<file path="config.mk">
export PLATFORM = sky130hd
export DESIGN_NAME = utf8_codepoint_decoder_core
export DESIGN_NICKNAME = d
export VERILOG_FILES = /design/src/hdl/u8dec_pkg.sv /design/src/hdl/utf8_codepoint_decoder_core.sv
export SDC_FILE = /design/constraint.sdc
export NUM_CORES = 1
export LEC_CHECK = 0
export ABC_AREA = 1
export BUFFER_PORTS_ARGS = -buffer_cell sky130_fd_sc_hd__buf_2
export CAP_MARGIN = 20
export CORE_ASPECT_RATIO = 0.7
export CORE_UTILIZATION = 50
export CTS_CLUSTER_SIZE = 10
export DETAILED_ROUTE_END_ITERATION = 12
export PLACE_DENSITY = 0.83
export SYNTH_ARGS = -nofsm -noshare
export SYNTH_HDL_FRONTEND = slang
export SYNTH_SLANG_ARGS = --single-unit
</file>
<file path="constraint.sdc">
create_clock -name aclk -period 5.1 [get_ports aclk]
set_input_delay 0.255 -clock aclk [delete_from_list [all_inputs] [get_ports aclk]]
set_output_delay 0.255 -clock aclk [all_outputs]
set_load 0.02 [all_outputs]
</file>
<file path="src/hdl/u8dec_pkg.sv">
// Package for the UTF-8 code point decoder.
// Holds the byte class table, the automaton transitions and the status codes.
// No dependencies.
package u8dec_pkg;

    localparam int unsigned CP_W     = 21;
    localparam int unsigned LEN_W    = 3;
    localparam int unsigned STATUS_W = 2;
    localparam int unsigned STATE_W  = 4;
    localparam int unsigned CLASS_W  = 4;

    localparam logic [STATE_W-1:0] ST_ACCEPT = 4'd0;
    localparam logic [STATE_W-1:0] ST_REJECT = 4'd1;
    localparam logic [STATE_W-1:0] ST_LAST   = 4'd8;

    localparam logic [STATUS_W-1:0] STATUS_VALID     = 2'd0;
    localparam logic [STATUS_W-1:0] STATUS_INVALID   = 2'd1;
    localparam logic [STATUS_W-1:0] STATUS_TRUNCATED = 2'd2;

    localparam logic [CP_W-1:0] REPLACEMENT_CHAR = 21'h00FFFD;

    typedef logic [CP_W-1:0]     code_point_t;
    typedef logic [LEN_W-1:0]    byte_len_t;
    typedef logic [STATUS_W-1:0] status_t;
    typedef logic [STATE_W-1:0]  dfa_state_t;
    typedef logic [CLASS_W-1:0]  byte_class_t;

    function automatic byte_class_t byte_class(input logic [7:0] b);
        byte_class_t c;
        c = 4'd8;
        priority if (b < 8'h80) begin
            c = 4'd0;
        end else if (b < 8'h90) begin
            c = 4'd1;
        end else if (b < 8'hA0) begin
            c = 4'd9;
        end else if (b < 8'hC0) begin
            c = 4'd7;
        end else if (b < 8'hC2) begin
            c = 4'd8;
        end else if (b < 8'hE0) begin
            c = 4'd2;
        end else if (b == 8'hE0) begin
            c = 4'd10;
        end else if (b == 8'hED) begin
            c = 4'd4;
        end else if (b < 8'hF0) begin
            c = 4'd3;
        end else if (b == 8'hF0) begin
            c = 4'd11;
        end else if (b < 8'hF4) begin
            c = 4'd6;
        end else if (b == 8'hF4) begin
            c = 4'd5;
        end else begin
            c = 4'd8;
        end
        return c;
    endfunction

    // Rows above the last state behave as the reject row.
    function automatic dfa_state_t dfa_next(input dfa_state_t st, input byte_class_t c);
        dfa_state_t n;
        n = ST_REJECT;
        unique case (st)
            4'd0: begin
                unique case (c)
                    4'd0:    n = 4'd0;
                    4'd2:    n = 4'd2;
                    4'd3:    n = 4'd3;
                    4'd4:    n = 4'd5;
                    4'd5:    n = 4'd8;
                    4'd6:    n = 4'd7;
                    4'd10:   n = 4'd4;
                    4'd11:   n = 4'd6;
                    default: n = ST_REJECT;
                endcase
            end
            4'd2: n = (c == 4'd1 || c == 4'd7 || c == 4'd9) ? 4'd0 : ST_REJECT;
            4'd3: n = (c == 4'd1 || c == 4'd7 || c == 4'd9) ? 4'd2 : ST_REJECT;
            4'd4: n = (c == 4'd7) ? 4'd2 : ST_REJECT;
            4'd5: n = (c == 4'd1 || c == 4'd9) ? 4'd2 : ST_REJECT;
            4'd6: n = (c == 4'd7 || c == 4'd9) ? 4'd3 : ST_REJECT;
            4'd7: n = (c == 4'd1 || c == 4'd7 || c == 4'd9) ? 4'd3 : ST_REJECT;
            4'd8: n = (c == 4'd1) ? 4'd3 : ST_REJECT;
            default: n = ST_REJECT;
        endcase
        return n;
    endfunction

endpackage

</file>
<file path="src/hdl/utf8_codepoint_decoder_core.sv">
// UTF-8 code point decoder, top level.
// Byte classing, automaton step and value accumulation ahead of one result register.
// Depends on u8dec_pkg.
//
// Takes one byte per clock and gives at most one code point per byte. A result
// appears on the master side in the cycle after the transfer of the byte that
// completes, rejects or truncates its sequence, driven from the single result
// register. The slave side stays ready while the result register is empty or
// being drained, so bytes flow at one per cycle under no backpressure. Invalid
// sequences give U+FFFD counting the offending byte; a buffer ending
// mid-sequence gives the partial value marked truncated.
module utf8_codepoint_decoder_core (
    input  logic        aclk,
    input  logic        aresetn,
    input  logic        s_axis_tvalid,
    output logic        s_axis_tready,
    input  logic [7:0]  s_axis_tdata,   // [7:0] data_byte
    input  logic        s_axis_tlast,   // end_of_buffer
    output logic        m_axis_tvalid,
    input  logic        m_axis_tready,
    output logic [23:0] m_axis_tdata,   // [20:0] code_point, [23:21] byte_length
    output logic [1:0]  m_axis_tuser    // [1:0] status
);
    import u8dec_pkg::*;

    dfa_state_t  state_reg, state_next;
    code_point_t partial_reg, partial_next;
    byte_len_t   taken_reg, taken_next;

    logic        out_valid_reg, out_valid_next;
    code_point_t out_cp_reg, out_cp_next;
    byte_len_t   out_len_reg, out_len_next;
    status_t     out_status_reg, out_status_next;

    logic        in_xfer;
    byte_class_t cls;
    dfa_state_t  step;
    code_point_t value;
    byte_len_t   taken_inc;
    logic [7:0]  lead_mask;

    assign s_axis_tready = !out_valid_reg || m_axis_tready;
    assign in_xfer       = s_axis_tvalid && s_axis_tready;

    assign cls       = byte_class(s_axis_tdata);
    assign step      = dfa_next(state_reg, cls);
    assign taken_inc = taken_reg + 3'd1;
    assign lead_mask = (cls > 4'd7) ? 8'h00 : (8'hFF >> cls[2:0]);

    always_comb begin
        if (state_reg != ST_ACCEPT) begin
            value = {partial_reg[CP_W-7:0], s_axis_tdata[5:0]};
        end else begin
            value = {13'd0, lead_mask & s_axis_tdata};
        end
    end

    always_comb begin
        state_next      = state_reg;
        partial_next    = partial_reg;
        taken_next      = taken_reg;
        out_valid_next  = out_valid_reg && !m_axis_tready;
        out_cp_next     = out_cp_reg;
        out_len_next    = out_len_reg;
        out_status_next = out_status_reg;
        if (in_xfer) begin
            priority if (step == ST_ACCEPT || step == ST_REJECT || s_axis_tlast) begin
                out_valid_next  = 1'b1;
                out_len_next    = taken_inc;
                out_cp_next     = (step == ST_REJECT) ? REPLACEMENT_CHAR : value;
                out_status_next = (step == ST_ACCEPT) ? STATUS_VALID :
                                  (step == ST_REJECT) ? STATUS_INVALID : STATUS_TRUNCATED;
                state_next      = ST_ACCEPT;
                partial_next    = '0;
                taken_next      = '0;
            end else begin
                state_next   = step;
                partial_next = value;
                taken_next   = taken_inc;
            end
        end
    end

    always_ff @(posedge aclk) begin
        if (!aresetn) begin
            state_reg     <= ST_ACCEPT;
            partial_reg   <= '0;
            taken_reg     <= '0;
            out_valid_reg <= 1'b0;
        end else begin
            state_reg     <= state_next;
            partial_reg   <= partial_next;
            taken_reg     <= taken_next;
            out_valid_reg <= out_valid_next;
        end
    end

    always_ff @(posedge aclk) begin
        out_cp_reg     <= out_cp_next;
        out_len_reg    <= out_len_next;
        out_status_reg <= out_status_next;
    end

    assign m_axis_tvalid = out_valid_reg;
    assign m_axis_tdata  = {out_len_reg, out_cp_reg};
    assign m_axis_tuser  = out_status_reg;

endmodule

</file>
---- Yosys cells after proc, flatten, opt, wreduce, memory -nomap -nowiden ----
Memory sizes are Yosys's and may differ from the RTL's.
Cells that the tools add are included.
Widths: inputs -> output; s select.
word-level totals
  flip-flop bits (word level) ............. 49
  bits in read-only memories .............. 64
  output and inout port bits .............. 28
  memories kept ........................... 1
operators by class
  add/sub/neg operators ................... 1
  $lt $le $gt $ge ......................... 9
  equality and inequality tests ........... 15
  shift-type cells ........................ 1
  multiplexer cells ....................... 28
  bitwise gates (word level) .............. 1
  reduce and logical (&&, ||, !) cells .... 15
memory list
  name             depth  bits a word  read ports  clocked after memory_dff  write ports  line             source
  (no name shown)  16     4            1           0                         0            u8dec_pkg.sv:67  unique case (c)
operator list
  kind                 count
  $lt 8x8->1 const B   8
  $mux 4               13
  $eq 8x8->1 const B   4
  $pmux 4 s8           1
  $mux 21              1
  $eq 4x3->1 const B   5
  $mux 15              1
  $mux 2               7
  $and 8x8->8          1
  $eq 4x1->1 const B   2
  $eq 4x2->1 const B   2
  $eq 4x4->1 const B   2
  $logic_not 4->1      2
  $mux 8               1
  $shr 8x3->8 const A  1
  $logic_or 1x1->1     7
  $gt 4x3->1 const B   1
  $reduce_bool 4->1    1
  $add 3x1->3 const B  1
  $mux 1               3
  $mux 3               1
  $logic_and 1x1->1    2
  $logic_not 1->1      2
  $reduce_and 2->1     1

---- Longest topological paths before layout ----
Gate-level depths: netlist of the first run.
  word-level depth ........................ 23
  mapped depth ............................ 17
  mapped depth without buffers ............ 17

---- Worst setup path after synthesis of the first run ----
Ideal clock, no wire load.
  path kind ............................... input-to-reg
  start point ............................. input port s_axis_tdata[0]
  end point ............................... register out_status_reg[0], in the netlist m_axis_tuser[0], enable pin
  arrival time ............................ 1.952 ns
  data required time ...................... 4.719 ns
  path slack .............................. 2.767 ns
  stages on the path ...................... 15
  buffers on the path ..................... 0
  path through ............................ nor2_2 -> nand2_1 -> nand2_1 -> nand2_1 -> nor2_1 -> nor2_2 -> nor2_2 -> nand2_1 -> nand2_1 -> nor2_2 -> nor2_4 -> nand3_2 -> nand2_1 -> nand2_1 -> inv_1
between the ends
  word-level cells in the longest chain between the ends .. 22
  elaborated cells between the ends (all ways) .. 45
  those cells by class .................... 8 x order compare; 8 x eq/ne; 20 x mux; 8 x reduce/logical; 1 x memory
ends and longest elaborated chain
  element                                               line                                source
  start: declaration                                    utf8_codepoint_decoder_core.sv:17   input logic [7:0] s_axis_tdata,
  branches (longest 12 deep; another with $lt 8x8->1)   -
  $mux 4 (*)                                            u8dec_pkg.sv:31                     priority if (b < 8'h80) begin
  branches (longest 4 deep; another with $mem_v2 16x4)  -
  $pmux 4 s8 (*)                                        u8dec_pkg.sv:65                     unique case (st)
  $eq 4x1->1 / $logic_not 4->1 (equally long branches)  utf8_codepoint_decoder_core.sv:67   priority if (step == ST_ACCEPT || step == ST_REJECT || s_axis_tlast) begin
  $logic_or 1x1->1 (*) (2 in series)                    utf8_codepoint_decoder_core.sv:67
  $reduce_and 2->1 (no line) (*)                        -
  end signal: assignment                                utf8_codepoint_decoder_core.sv:101  out_status_reg <= out_status_next;
  end: declaration                                      utf8_codepoint_decoder_core.sv:33   status_t out_status_reg, out_status_next;
Every way passes the cells marked *.
A chain may end at the register's enable or synchronous reset.

---- Worst setup path after layout of the first run ----
  start point ............................. register state_reg[1]
  end point ............................... register out_cp_reg[14], enable pin
between the ends
  word-level cells in the longest chain between the ends .. 6
  elaborated cells between the ends (all ways) .. 14
  those cells by class .................... 8 x eq/ne; 1 x mux; 5 x reduce/logical
ends and longest elaborated chain
  element                                               line                               source
  start: declaration                                    utf8_codepoint_decoder_core.sv:26  dfa_state_t state_reg, state_next;
  start signal: assignment                              utf8_codepoint_decoder_core.sv:91  state_reg <= state_next;
  $eq 4x4->1, or another cell as far along              u8dec_pkg.sv:65
  $pmux 4 s8 (*)                                        u8dec_pkg.sv:65
  $eq 4x1->1 / $logic_not 4->1 (equally long branches)  utf8_codepoint_decoder_core.sv:67
  $logic_or 1x1->1 (*) (2 in series)                    utf8_codepoint_decoder_core.sv:67
  $reduce_and 2->1 (no line) (*)                        -
  end signal: assignment                                utf8_codepoint_decoder_core.sv:99  out_cp_reg <= out_cp_next;
  end: declaration                                      utf8_codepoint_decoder_core.sv:31  code_point_t out_cp_reg, out_cp_next;
Mark *: on every way between the ends. The rest lies on a longest branch, timed or not.

==> results of run 1 <==
==> cells in the final DEF, fill, tap and decap left out, types with 9 or more instances in the layout <==
master | netlist | routed
buf_2 | 0 | 40
nand3_2 | 10 | 10
edfxtp_1 | 26 | 26
nand2_2 | 13 | 13
nand2_1 | 85 | 85
nand3_1 | 14 | 14
nand3b_1 | 9 | 9
nor2_2 | 17 | 17
dfxtp_1 | 23 | 23
inv_1 | 40 | 40
a21oi_1 | 20 | 20
nor2_1 | 17 | 17
==> per-stage QoR <==
| step | util | hold slack (ns) |
|---|---|---|
| after global routing | 0.601 | 0.185 |
| after CTS | 0.601 | 0.188 |
| after detailed placement | 0.581 | 0.461 |
| final | 0.601 | 0.189 |
| after global placement | 0.581 | 0.454 |
| after floorplan | - | 0.393 |
==> final timing paths <==
check,slack [ns],endpoint
setup reg to reg,1.82,out_cp_reg[14]
hold / removal,0.19,taken_reg[0]
setup / recovery,1.82,out_cp_reg[14]
hold reg to reg,0.47,partial_reg[10]
==> worst max-delay path, cell delays in order, from the launching register on <==
cell and delay (ns):
dfxtp_1 0.46, nor2_1 0.10, nand2_1 0.10, nor2_2 0.09
inv_1 0.40, nor2_1 0.10, nand2_1 0.08, nor2_1 0.05
nor2_2 0.14, nand3_2 0.40, nand2_1 0.20, nand2_1 0.10
inv_1 0.68
==> final cells by class <==
| type | count | area [um^2] |
|---|---|---|
| flip-flops and latches | 49 | 1240 |
| inverters | 43 | 161 |
| well taps | 69 | 86.3 |
| repair buffers | 41 | 208 |
| multi-input cells | 218 | 1160 |
| clock buffers | 6 | 82.6 |
| fillers | 428 | 1960 |
| clock inverters | 2 | 13.8 |
==> routing by layer <==
metal	share of wire	vias up
met1	0.46	999
met3	0.091	5
met4	0.0065	0
met2	0.44	108
met5	0	-
li1	-	1111
==> kinds of logic after synthesis <==
kind of cell | Yosys count | synth area share
and+or+nand+nor | 181 | 0.357
buffers and inverters | 54 | 0.0884
DFF | 49 | 0.471
AOI/OAI and AO/OA | 35 | 0.0746
xor gates and xnor gates | 1 | 0.00333
adders and majority gates | 1 | 0.00475
==> power breakdown <==
part | leakage, nW | switching (mW) | total [mW] | internal [mW]
logic | 0.797 | 0.143 | 0.196 | 0.0532
registers | 0.438 | 0.00732 | 0.461 | 0.454
clock network | 0.0512 | 0.128 | 0.238 | 0.110
total | 1.29 | 0.279 | 0.896 | 0.617
==> metrics.md, run 1 <==
| Metric | Value |
|---|---|
| Post-CTS sizing | `0` |
| CTS tree | `done` |
| GRT overflow | `0` |
| Req. time, crit path | `5.03 ns` |
| Fmax achieved | `0.304 GHz` |
| Grt met2 use | `0.293` |
| Share of the synthesized area in the top cell type | `0.297` |
| Cts bufs inserted | `5` |
| Register area share after synthesis | `0.471` |
| Final Critical Period | `3.28 ns` |
| Final std cells w/o fill | `428` |
| Endpoint class of the critical path | `flip-flop` |
| Total track usage | `0.201` |
| Vias in the first global route | `1,973` |
| Max FO, Critical Path | `26` |
| Starting density of the core | `0.536` |
| Post-CTS Repair Setup Buffers | `0` |
| Maximum vdd drop | `140 uV` |
| Setup TNS | `0 ns` |
| Placed cell area | `0.00286 mm^2` |
| LEAKAGE | `1.29 nW` |
| Top cells by area, synth | `edfxtp_1, dfxtp_1, nand2_1` |
| Synthesized netlist cell count | `321` |
| Maximum buffer depth of the clock tree | `2` |
| Die width | `88.7 um` |
| 1st-iter DRT viols | `250` |
| Slew @ Worst Pin | `0.931 ns` |
| Min-delay src | `aresetn` |
| H-Tree Depth | `2` |
| Pre-CTS setup slack | `1.80 ns` |
| Number of synthesized register bits | `49` |
| Async SR Flop Fraction | `0` |
| Std-Cell Core Area | `0.00491 mm^2` |
| GR Layer Usage met1 | `0.296` |
| Max transition margin | `0.379` |
| First-pass GRT wire length | `8.69 mm` |
| Worst setup margin | `1.82 ns` |
| GR Util met3 | `0.0436` |
| DRC | `0` |
| WP data arrival | `3.22 ns` |
| DR pass1 iterations | `5` |
| Die Area | `0.00556 mm^2` |
| Syn nets | `335` |
| Site row count | `21` |
| Hold Vio Cnt, Final | `0` |
| Largest net degree at the start of global routing | `27` |
| Diode count | `0` |
| Pwr/cell area | `303 mW/mm^2` |
| Worst r2r path cells | `12` |
| RSZ-0062 raised after global routing | `false` |
| Hold Crit Depth | `3` |
| Number of synthesized flops with an enable pin | `26` |
| Most frequent cells after synthesis | `nand2_1, inv_1, edfxtp_1` |
| Detail Placement HPWL | `3.84 mm` |
| Root Driver | `clkbuf_8` |
| Routability-driven placement congestion ratio | `0.913` |
| Post-CTS Hold Buffers | `0` |
| Setup Skew | `0.00850 ns` |
| Via density | `5.19` |
| Outcome | `finished clean` |
| Placed cell count | `420` |
| Hold WC Path Type | `input port to flip-flop` |
| Slew Limit Fails | `0` |
| RR Startpoint | `state_reg[1]` |
| CTS sink count | `49` |
| Synth cell types | `32` |
| Yosys warns | `0` |
| Cell area after synthesis | `0.00263 mm^2` |
| Initial antenna violation count | `0` |
| Most frequent cell after synthesis | `nand2_1` |
| Syn_area_per_cell | `8.20 um^2` |
| MaxCap Viol Count | `0` |
| IO Count | `41` |
| Total power | `0.896 mW` |
| Number of flip-flops in the largest register | `21` |
| Final instance area | `0.00295 mm^2` |
| Grt peak-use layer | `met1` |
| Area Growth Syn to Fin | `12.1%` |
| Share of layout cells above drive strength 1 | `0.279` |
| Nets@finish | `372` |
| Start point of the critical path | `state_reg[1]` |
| I/O Buffers | `40` |
| Skew-Pair Late Insertion Delay | `0.31 ns` |
| Post-Route WL | `5.23 mm` |
| Via count | `2,223` |
| DIE HEIGHT | `62.7 um` |
| Post-synth top flop | `edfxtp_1` |
| Period utilization | `0.644` |
| Final setup violation count | `0` |
| Startpoint Class | `flip-flop` |
| Post-DRT Antenna Nets | `0` |
| Clock slew seen by the registers of the worst setup and hold paths | `0.09 ns` |
| WL/cell | `12.2 um` |
| Yosys top cell by area | `edfxtp_1` |
| Crit path kind | `flip-flop to flip-flop` |
No activity file was read; power rests on OpenSTA's default activity.
==> run 2, diff against run 1 <==
- PLACE_DENSITY: 0.83 -> 0.85
- clock period: 5.1 -> 3 ns (I/O delays scaled with it)
==> run 2 against run 1 <==
Cell count up 0.70%. Wire length up 1.1%. Combinational power rose by 75%. Non-clock buffer count is 3 higher. Sequential share of layout area is 0.20 points lower. Critical path depth unchanged. Via count shrank 0.18%. Sequential cell count did not move.
==> metrics.md, run 2 (same netlist as run 1, synthesis figures left out) <==
| Metric | Value |
|---|---|
| Outcome | `finished clean` |
| Maximum buffer depth of the clock tree | `2 (unchanged)` |
| Slew Limit Fails | `0 (unchanged)` |
| Post-CTS Hold Buffers | `0 (unchanged)` |
| Maximum vdd drop | `280 uV (+100%)` |
| Crit-path max cell delay | `0.47 ns (-0.21 ns)` |
| Hold Vio Cnt, Final | `0 (unchanged)` |
| Endpoint class of the critical path | `flip-flop` |
| Slowest CP cell | `dfxtp_1` |
| Via density | `5.15 (-0.87%)` |
| Total track usage | `0.211 (+0.0101)` |
| Setup TNS | `0 ns (unchanged)` |
| Startpoint Class | `flip-flop` |
| Req. time, crit path | `3.06 ns (-1.97 ns)` |
| Cts bufs inserted | `5 (unchanged)` |
| Crit path kind | `flip-flop to flip-flop` |
| # fillers | `421 (-1.6%)` |
| Initial antenna violation count | `0 (unchanged)` |
| Hold WC Path Type | `input port to flip-flop` |
| DR pass1 iterations | `4 (-1)` |
| CTS sink count | `49 (unchanged)` |
| Setup Skew | `0.00767 ns (-0.000831 ns)` |
| Root Driver | `clkbuf_8` |
| Hold Crit Depth | `3 (unchanged)` |
| 1st-iter DRT viols | `180 (-28%)` |
| I/O Buffers | `40 (unchanged)` |
| Pwr/cell area | `510 mW/mm^2 (+68%)` |
| Final setup violation count | `0 (unchanged)` |
| GRT overflow | `0 (unchanged)` |
| H-Tree Depth | `2 (unchanged)` |
| LEAKAGE | `1.29 nW (about the same)` |
| Clock slew seen by the registers of the worst setup and hold paths | `0.09 ns (about the same)` |
| Detail Placement HPWL | `3.84 mm (about the same)` |
| Area Growth Syn to Fin | `12.6%` |
| Critical Path, Cell by Cell | `nor2_1, nand2_1, nor2_2, inv_1, nor2_1, nand2_1, nor2_1, nor2_2, nand2_1, nand3b_4, nand2_4, nor2_2` |
| DIE HEIGHT | `62.7 um (unchanged)` |
| Skew-Pair Late Insertion Delay | `0.30 ns (about the same)` |
| Diode count | `0 (unchanged)` |
| Max FO, Critical Path | `18 (-31%)` |
| First-pass GRT wire length | `9.08 mm (+4.5%)` |
| Number of flip-flops in the largest register | `21 (unchanged)` |
| Post-Route WL | `5.28 mm (+1.1%)` |
| Share of layout cells above drive strength 1 | `0.282 (+0.00322)` |
| Core Util, Final | `0.604 (+0.00280)` |
| Vias in the first global route | `1,978 (+0.25%)` |
| Max transition margin | `0.495 (+0.116)` |
| Std-Cell Core Area | `0.00491 mm^2 (unchanged)` |
| Die width | `88.7 um (unchanged)` |
| Fmax achieved | `0.408 GHz (+34%)` |
| IO Count | `41 (unchanged)` |
| MaxCap Viol Count | `0 (unchanged)` |
| Worst r2r path cells | `12 (unchanged)` |
| Post-DRT Antenna Nets | `0 (unchanged)` |
| RSZ-0062 raised after global routing | `false` |
| Commonest non-fill, non-tap cell in the layout | `nand2_1` |
| Largest net degree at the start of global routing | `27 (unchanged)` |
| Period utilization | `0.817 (+0.172)` |
| DRC | `0 (unchanged)` |
| WL/cell | `12.3 um (+0.35%)` |
| Site row count | `21 (unchanged)` |
| Nets@finish | `375 (+0.81%)` |
| Most frequent cells in the layout | `nand2_1, inv_1, buf_2, edfxtp_1, dfxtp_1` |
| Final Critical Period | `2.45 ns (-0.835 ns)` |
| Post-CTS sizing | `0 (unchanged)` |
| Slew @ Worst Pin | `0.757 ns (-0.174 ns)` |
| WP data arrival | `2.51 ns (-0.71 ns)` |
| Starting density of the core | `0.536 (unchanged)` |
| Post-CTS Repair Setup Buffers | `0 (unchanged)` |
| Die Area | `0.00556 mm^2 (unchanged)` |
| CTS tree | `done` |
| Via count | `2,219 (-0.18%)` |
| Routability-driven placement congestion ratio | `0.848 (-7.1%)` |
## run 2: cell count changes in the layout (fill, tap and decap cells not counted)
cell,before,now
buf_4,1,4
clkinvlp_4,0,2
clkinv_2,1,0
clkinv_4,1,0
clkbuf_1,0,1
clkbuf_8,6,5
## run 2: critical path: cells and delay by family, from the launching register on
kind                   cells  cell delay (ns)
and+or+nand+nor           11             1.34
buffers and inverters      1             0.40
DFF                        1             0.47
## run 2: path summary, 6_finish.rpt
kind	start	endpoint	slack (ns)
hold / removal	aresetn	taken_reg[0]	0.11
setup / recovery	state_reg[1]	out_cp_reg[20]	0.55
hold reg to reg	partial_reg[10]	partial_reg[10]	0.47
setup reg to reg	state_reg[1]	out_cp_reg[20]	0.55
## run 2: area by class of cell
| class | instances | area, um^2 | share of cell area |
|---|---|---|---|
| Tap cell | 69 | 86.3 | 0.0291 |
| Inverter | 43 | 161 | 0.0544 |
| Multi-Input combinational cell | 218 | 1160 | 0.391 |
| Sequential cell | 49 | 1240 | 0.419 |
| Timing Repair Buffer | 44 | 230 | 0.0776 |
| Clock buffer | 6 | 72.6 | 0.0245 |
| Clock inverter | 2 | 15.0 | 0.00506 |
## run 2: per-stage QoR
stage               hold WS [ns]  instance area, um^2  worst slack (ns)  power [mW]  instances
global placement           0.414                 2880             0.668        1.14        423
finish                     0.111                 2970             0.550        1.51        431
detailed placement         0.431                 2880             0.562        1.14        423
floorplan                  0.288                 2630             0.674        1.06        321
CTS                        0.108                 2970             0.551        1.51        431
global route               0.130                 2970             0.269        1.59        431
## run 2: per-layer routing
layer,global-route usage,vias to the layer above,routed length (um)
li1,-,1118,-
met1,0.314,1022,2570
met2,0.313,73,2350
met3,0.0449,6,311
met4,0.0484,0,48
met5,0,-,0
## run 2: report_power, final
part	internal [mW]	leakage (nW)	total (mW)	switching [mW]
clock network	0.165	0.0374	0.384	0.220
registers	0.771	0.438	0.785	0.0137
logic	0.0966	0.812	0.343	0.246
total	1.03	1.29	1.51	0.479
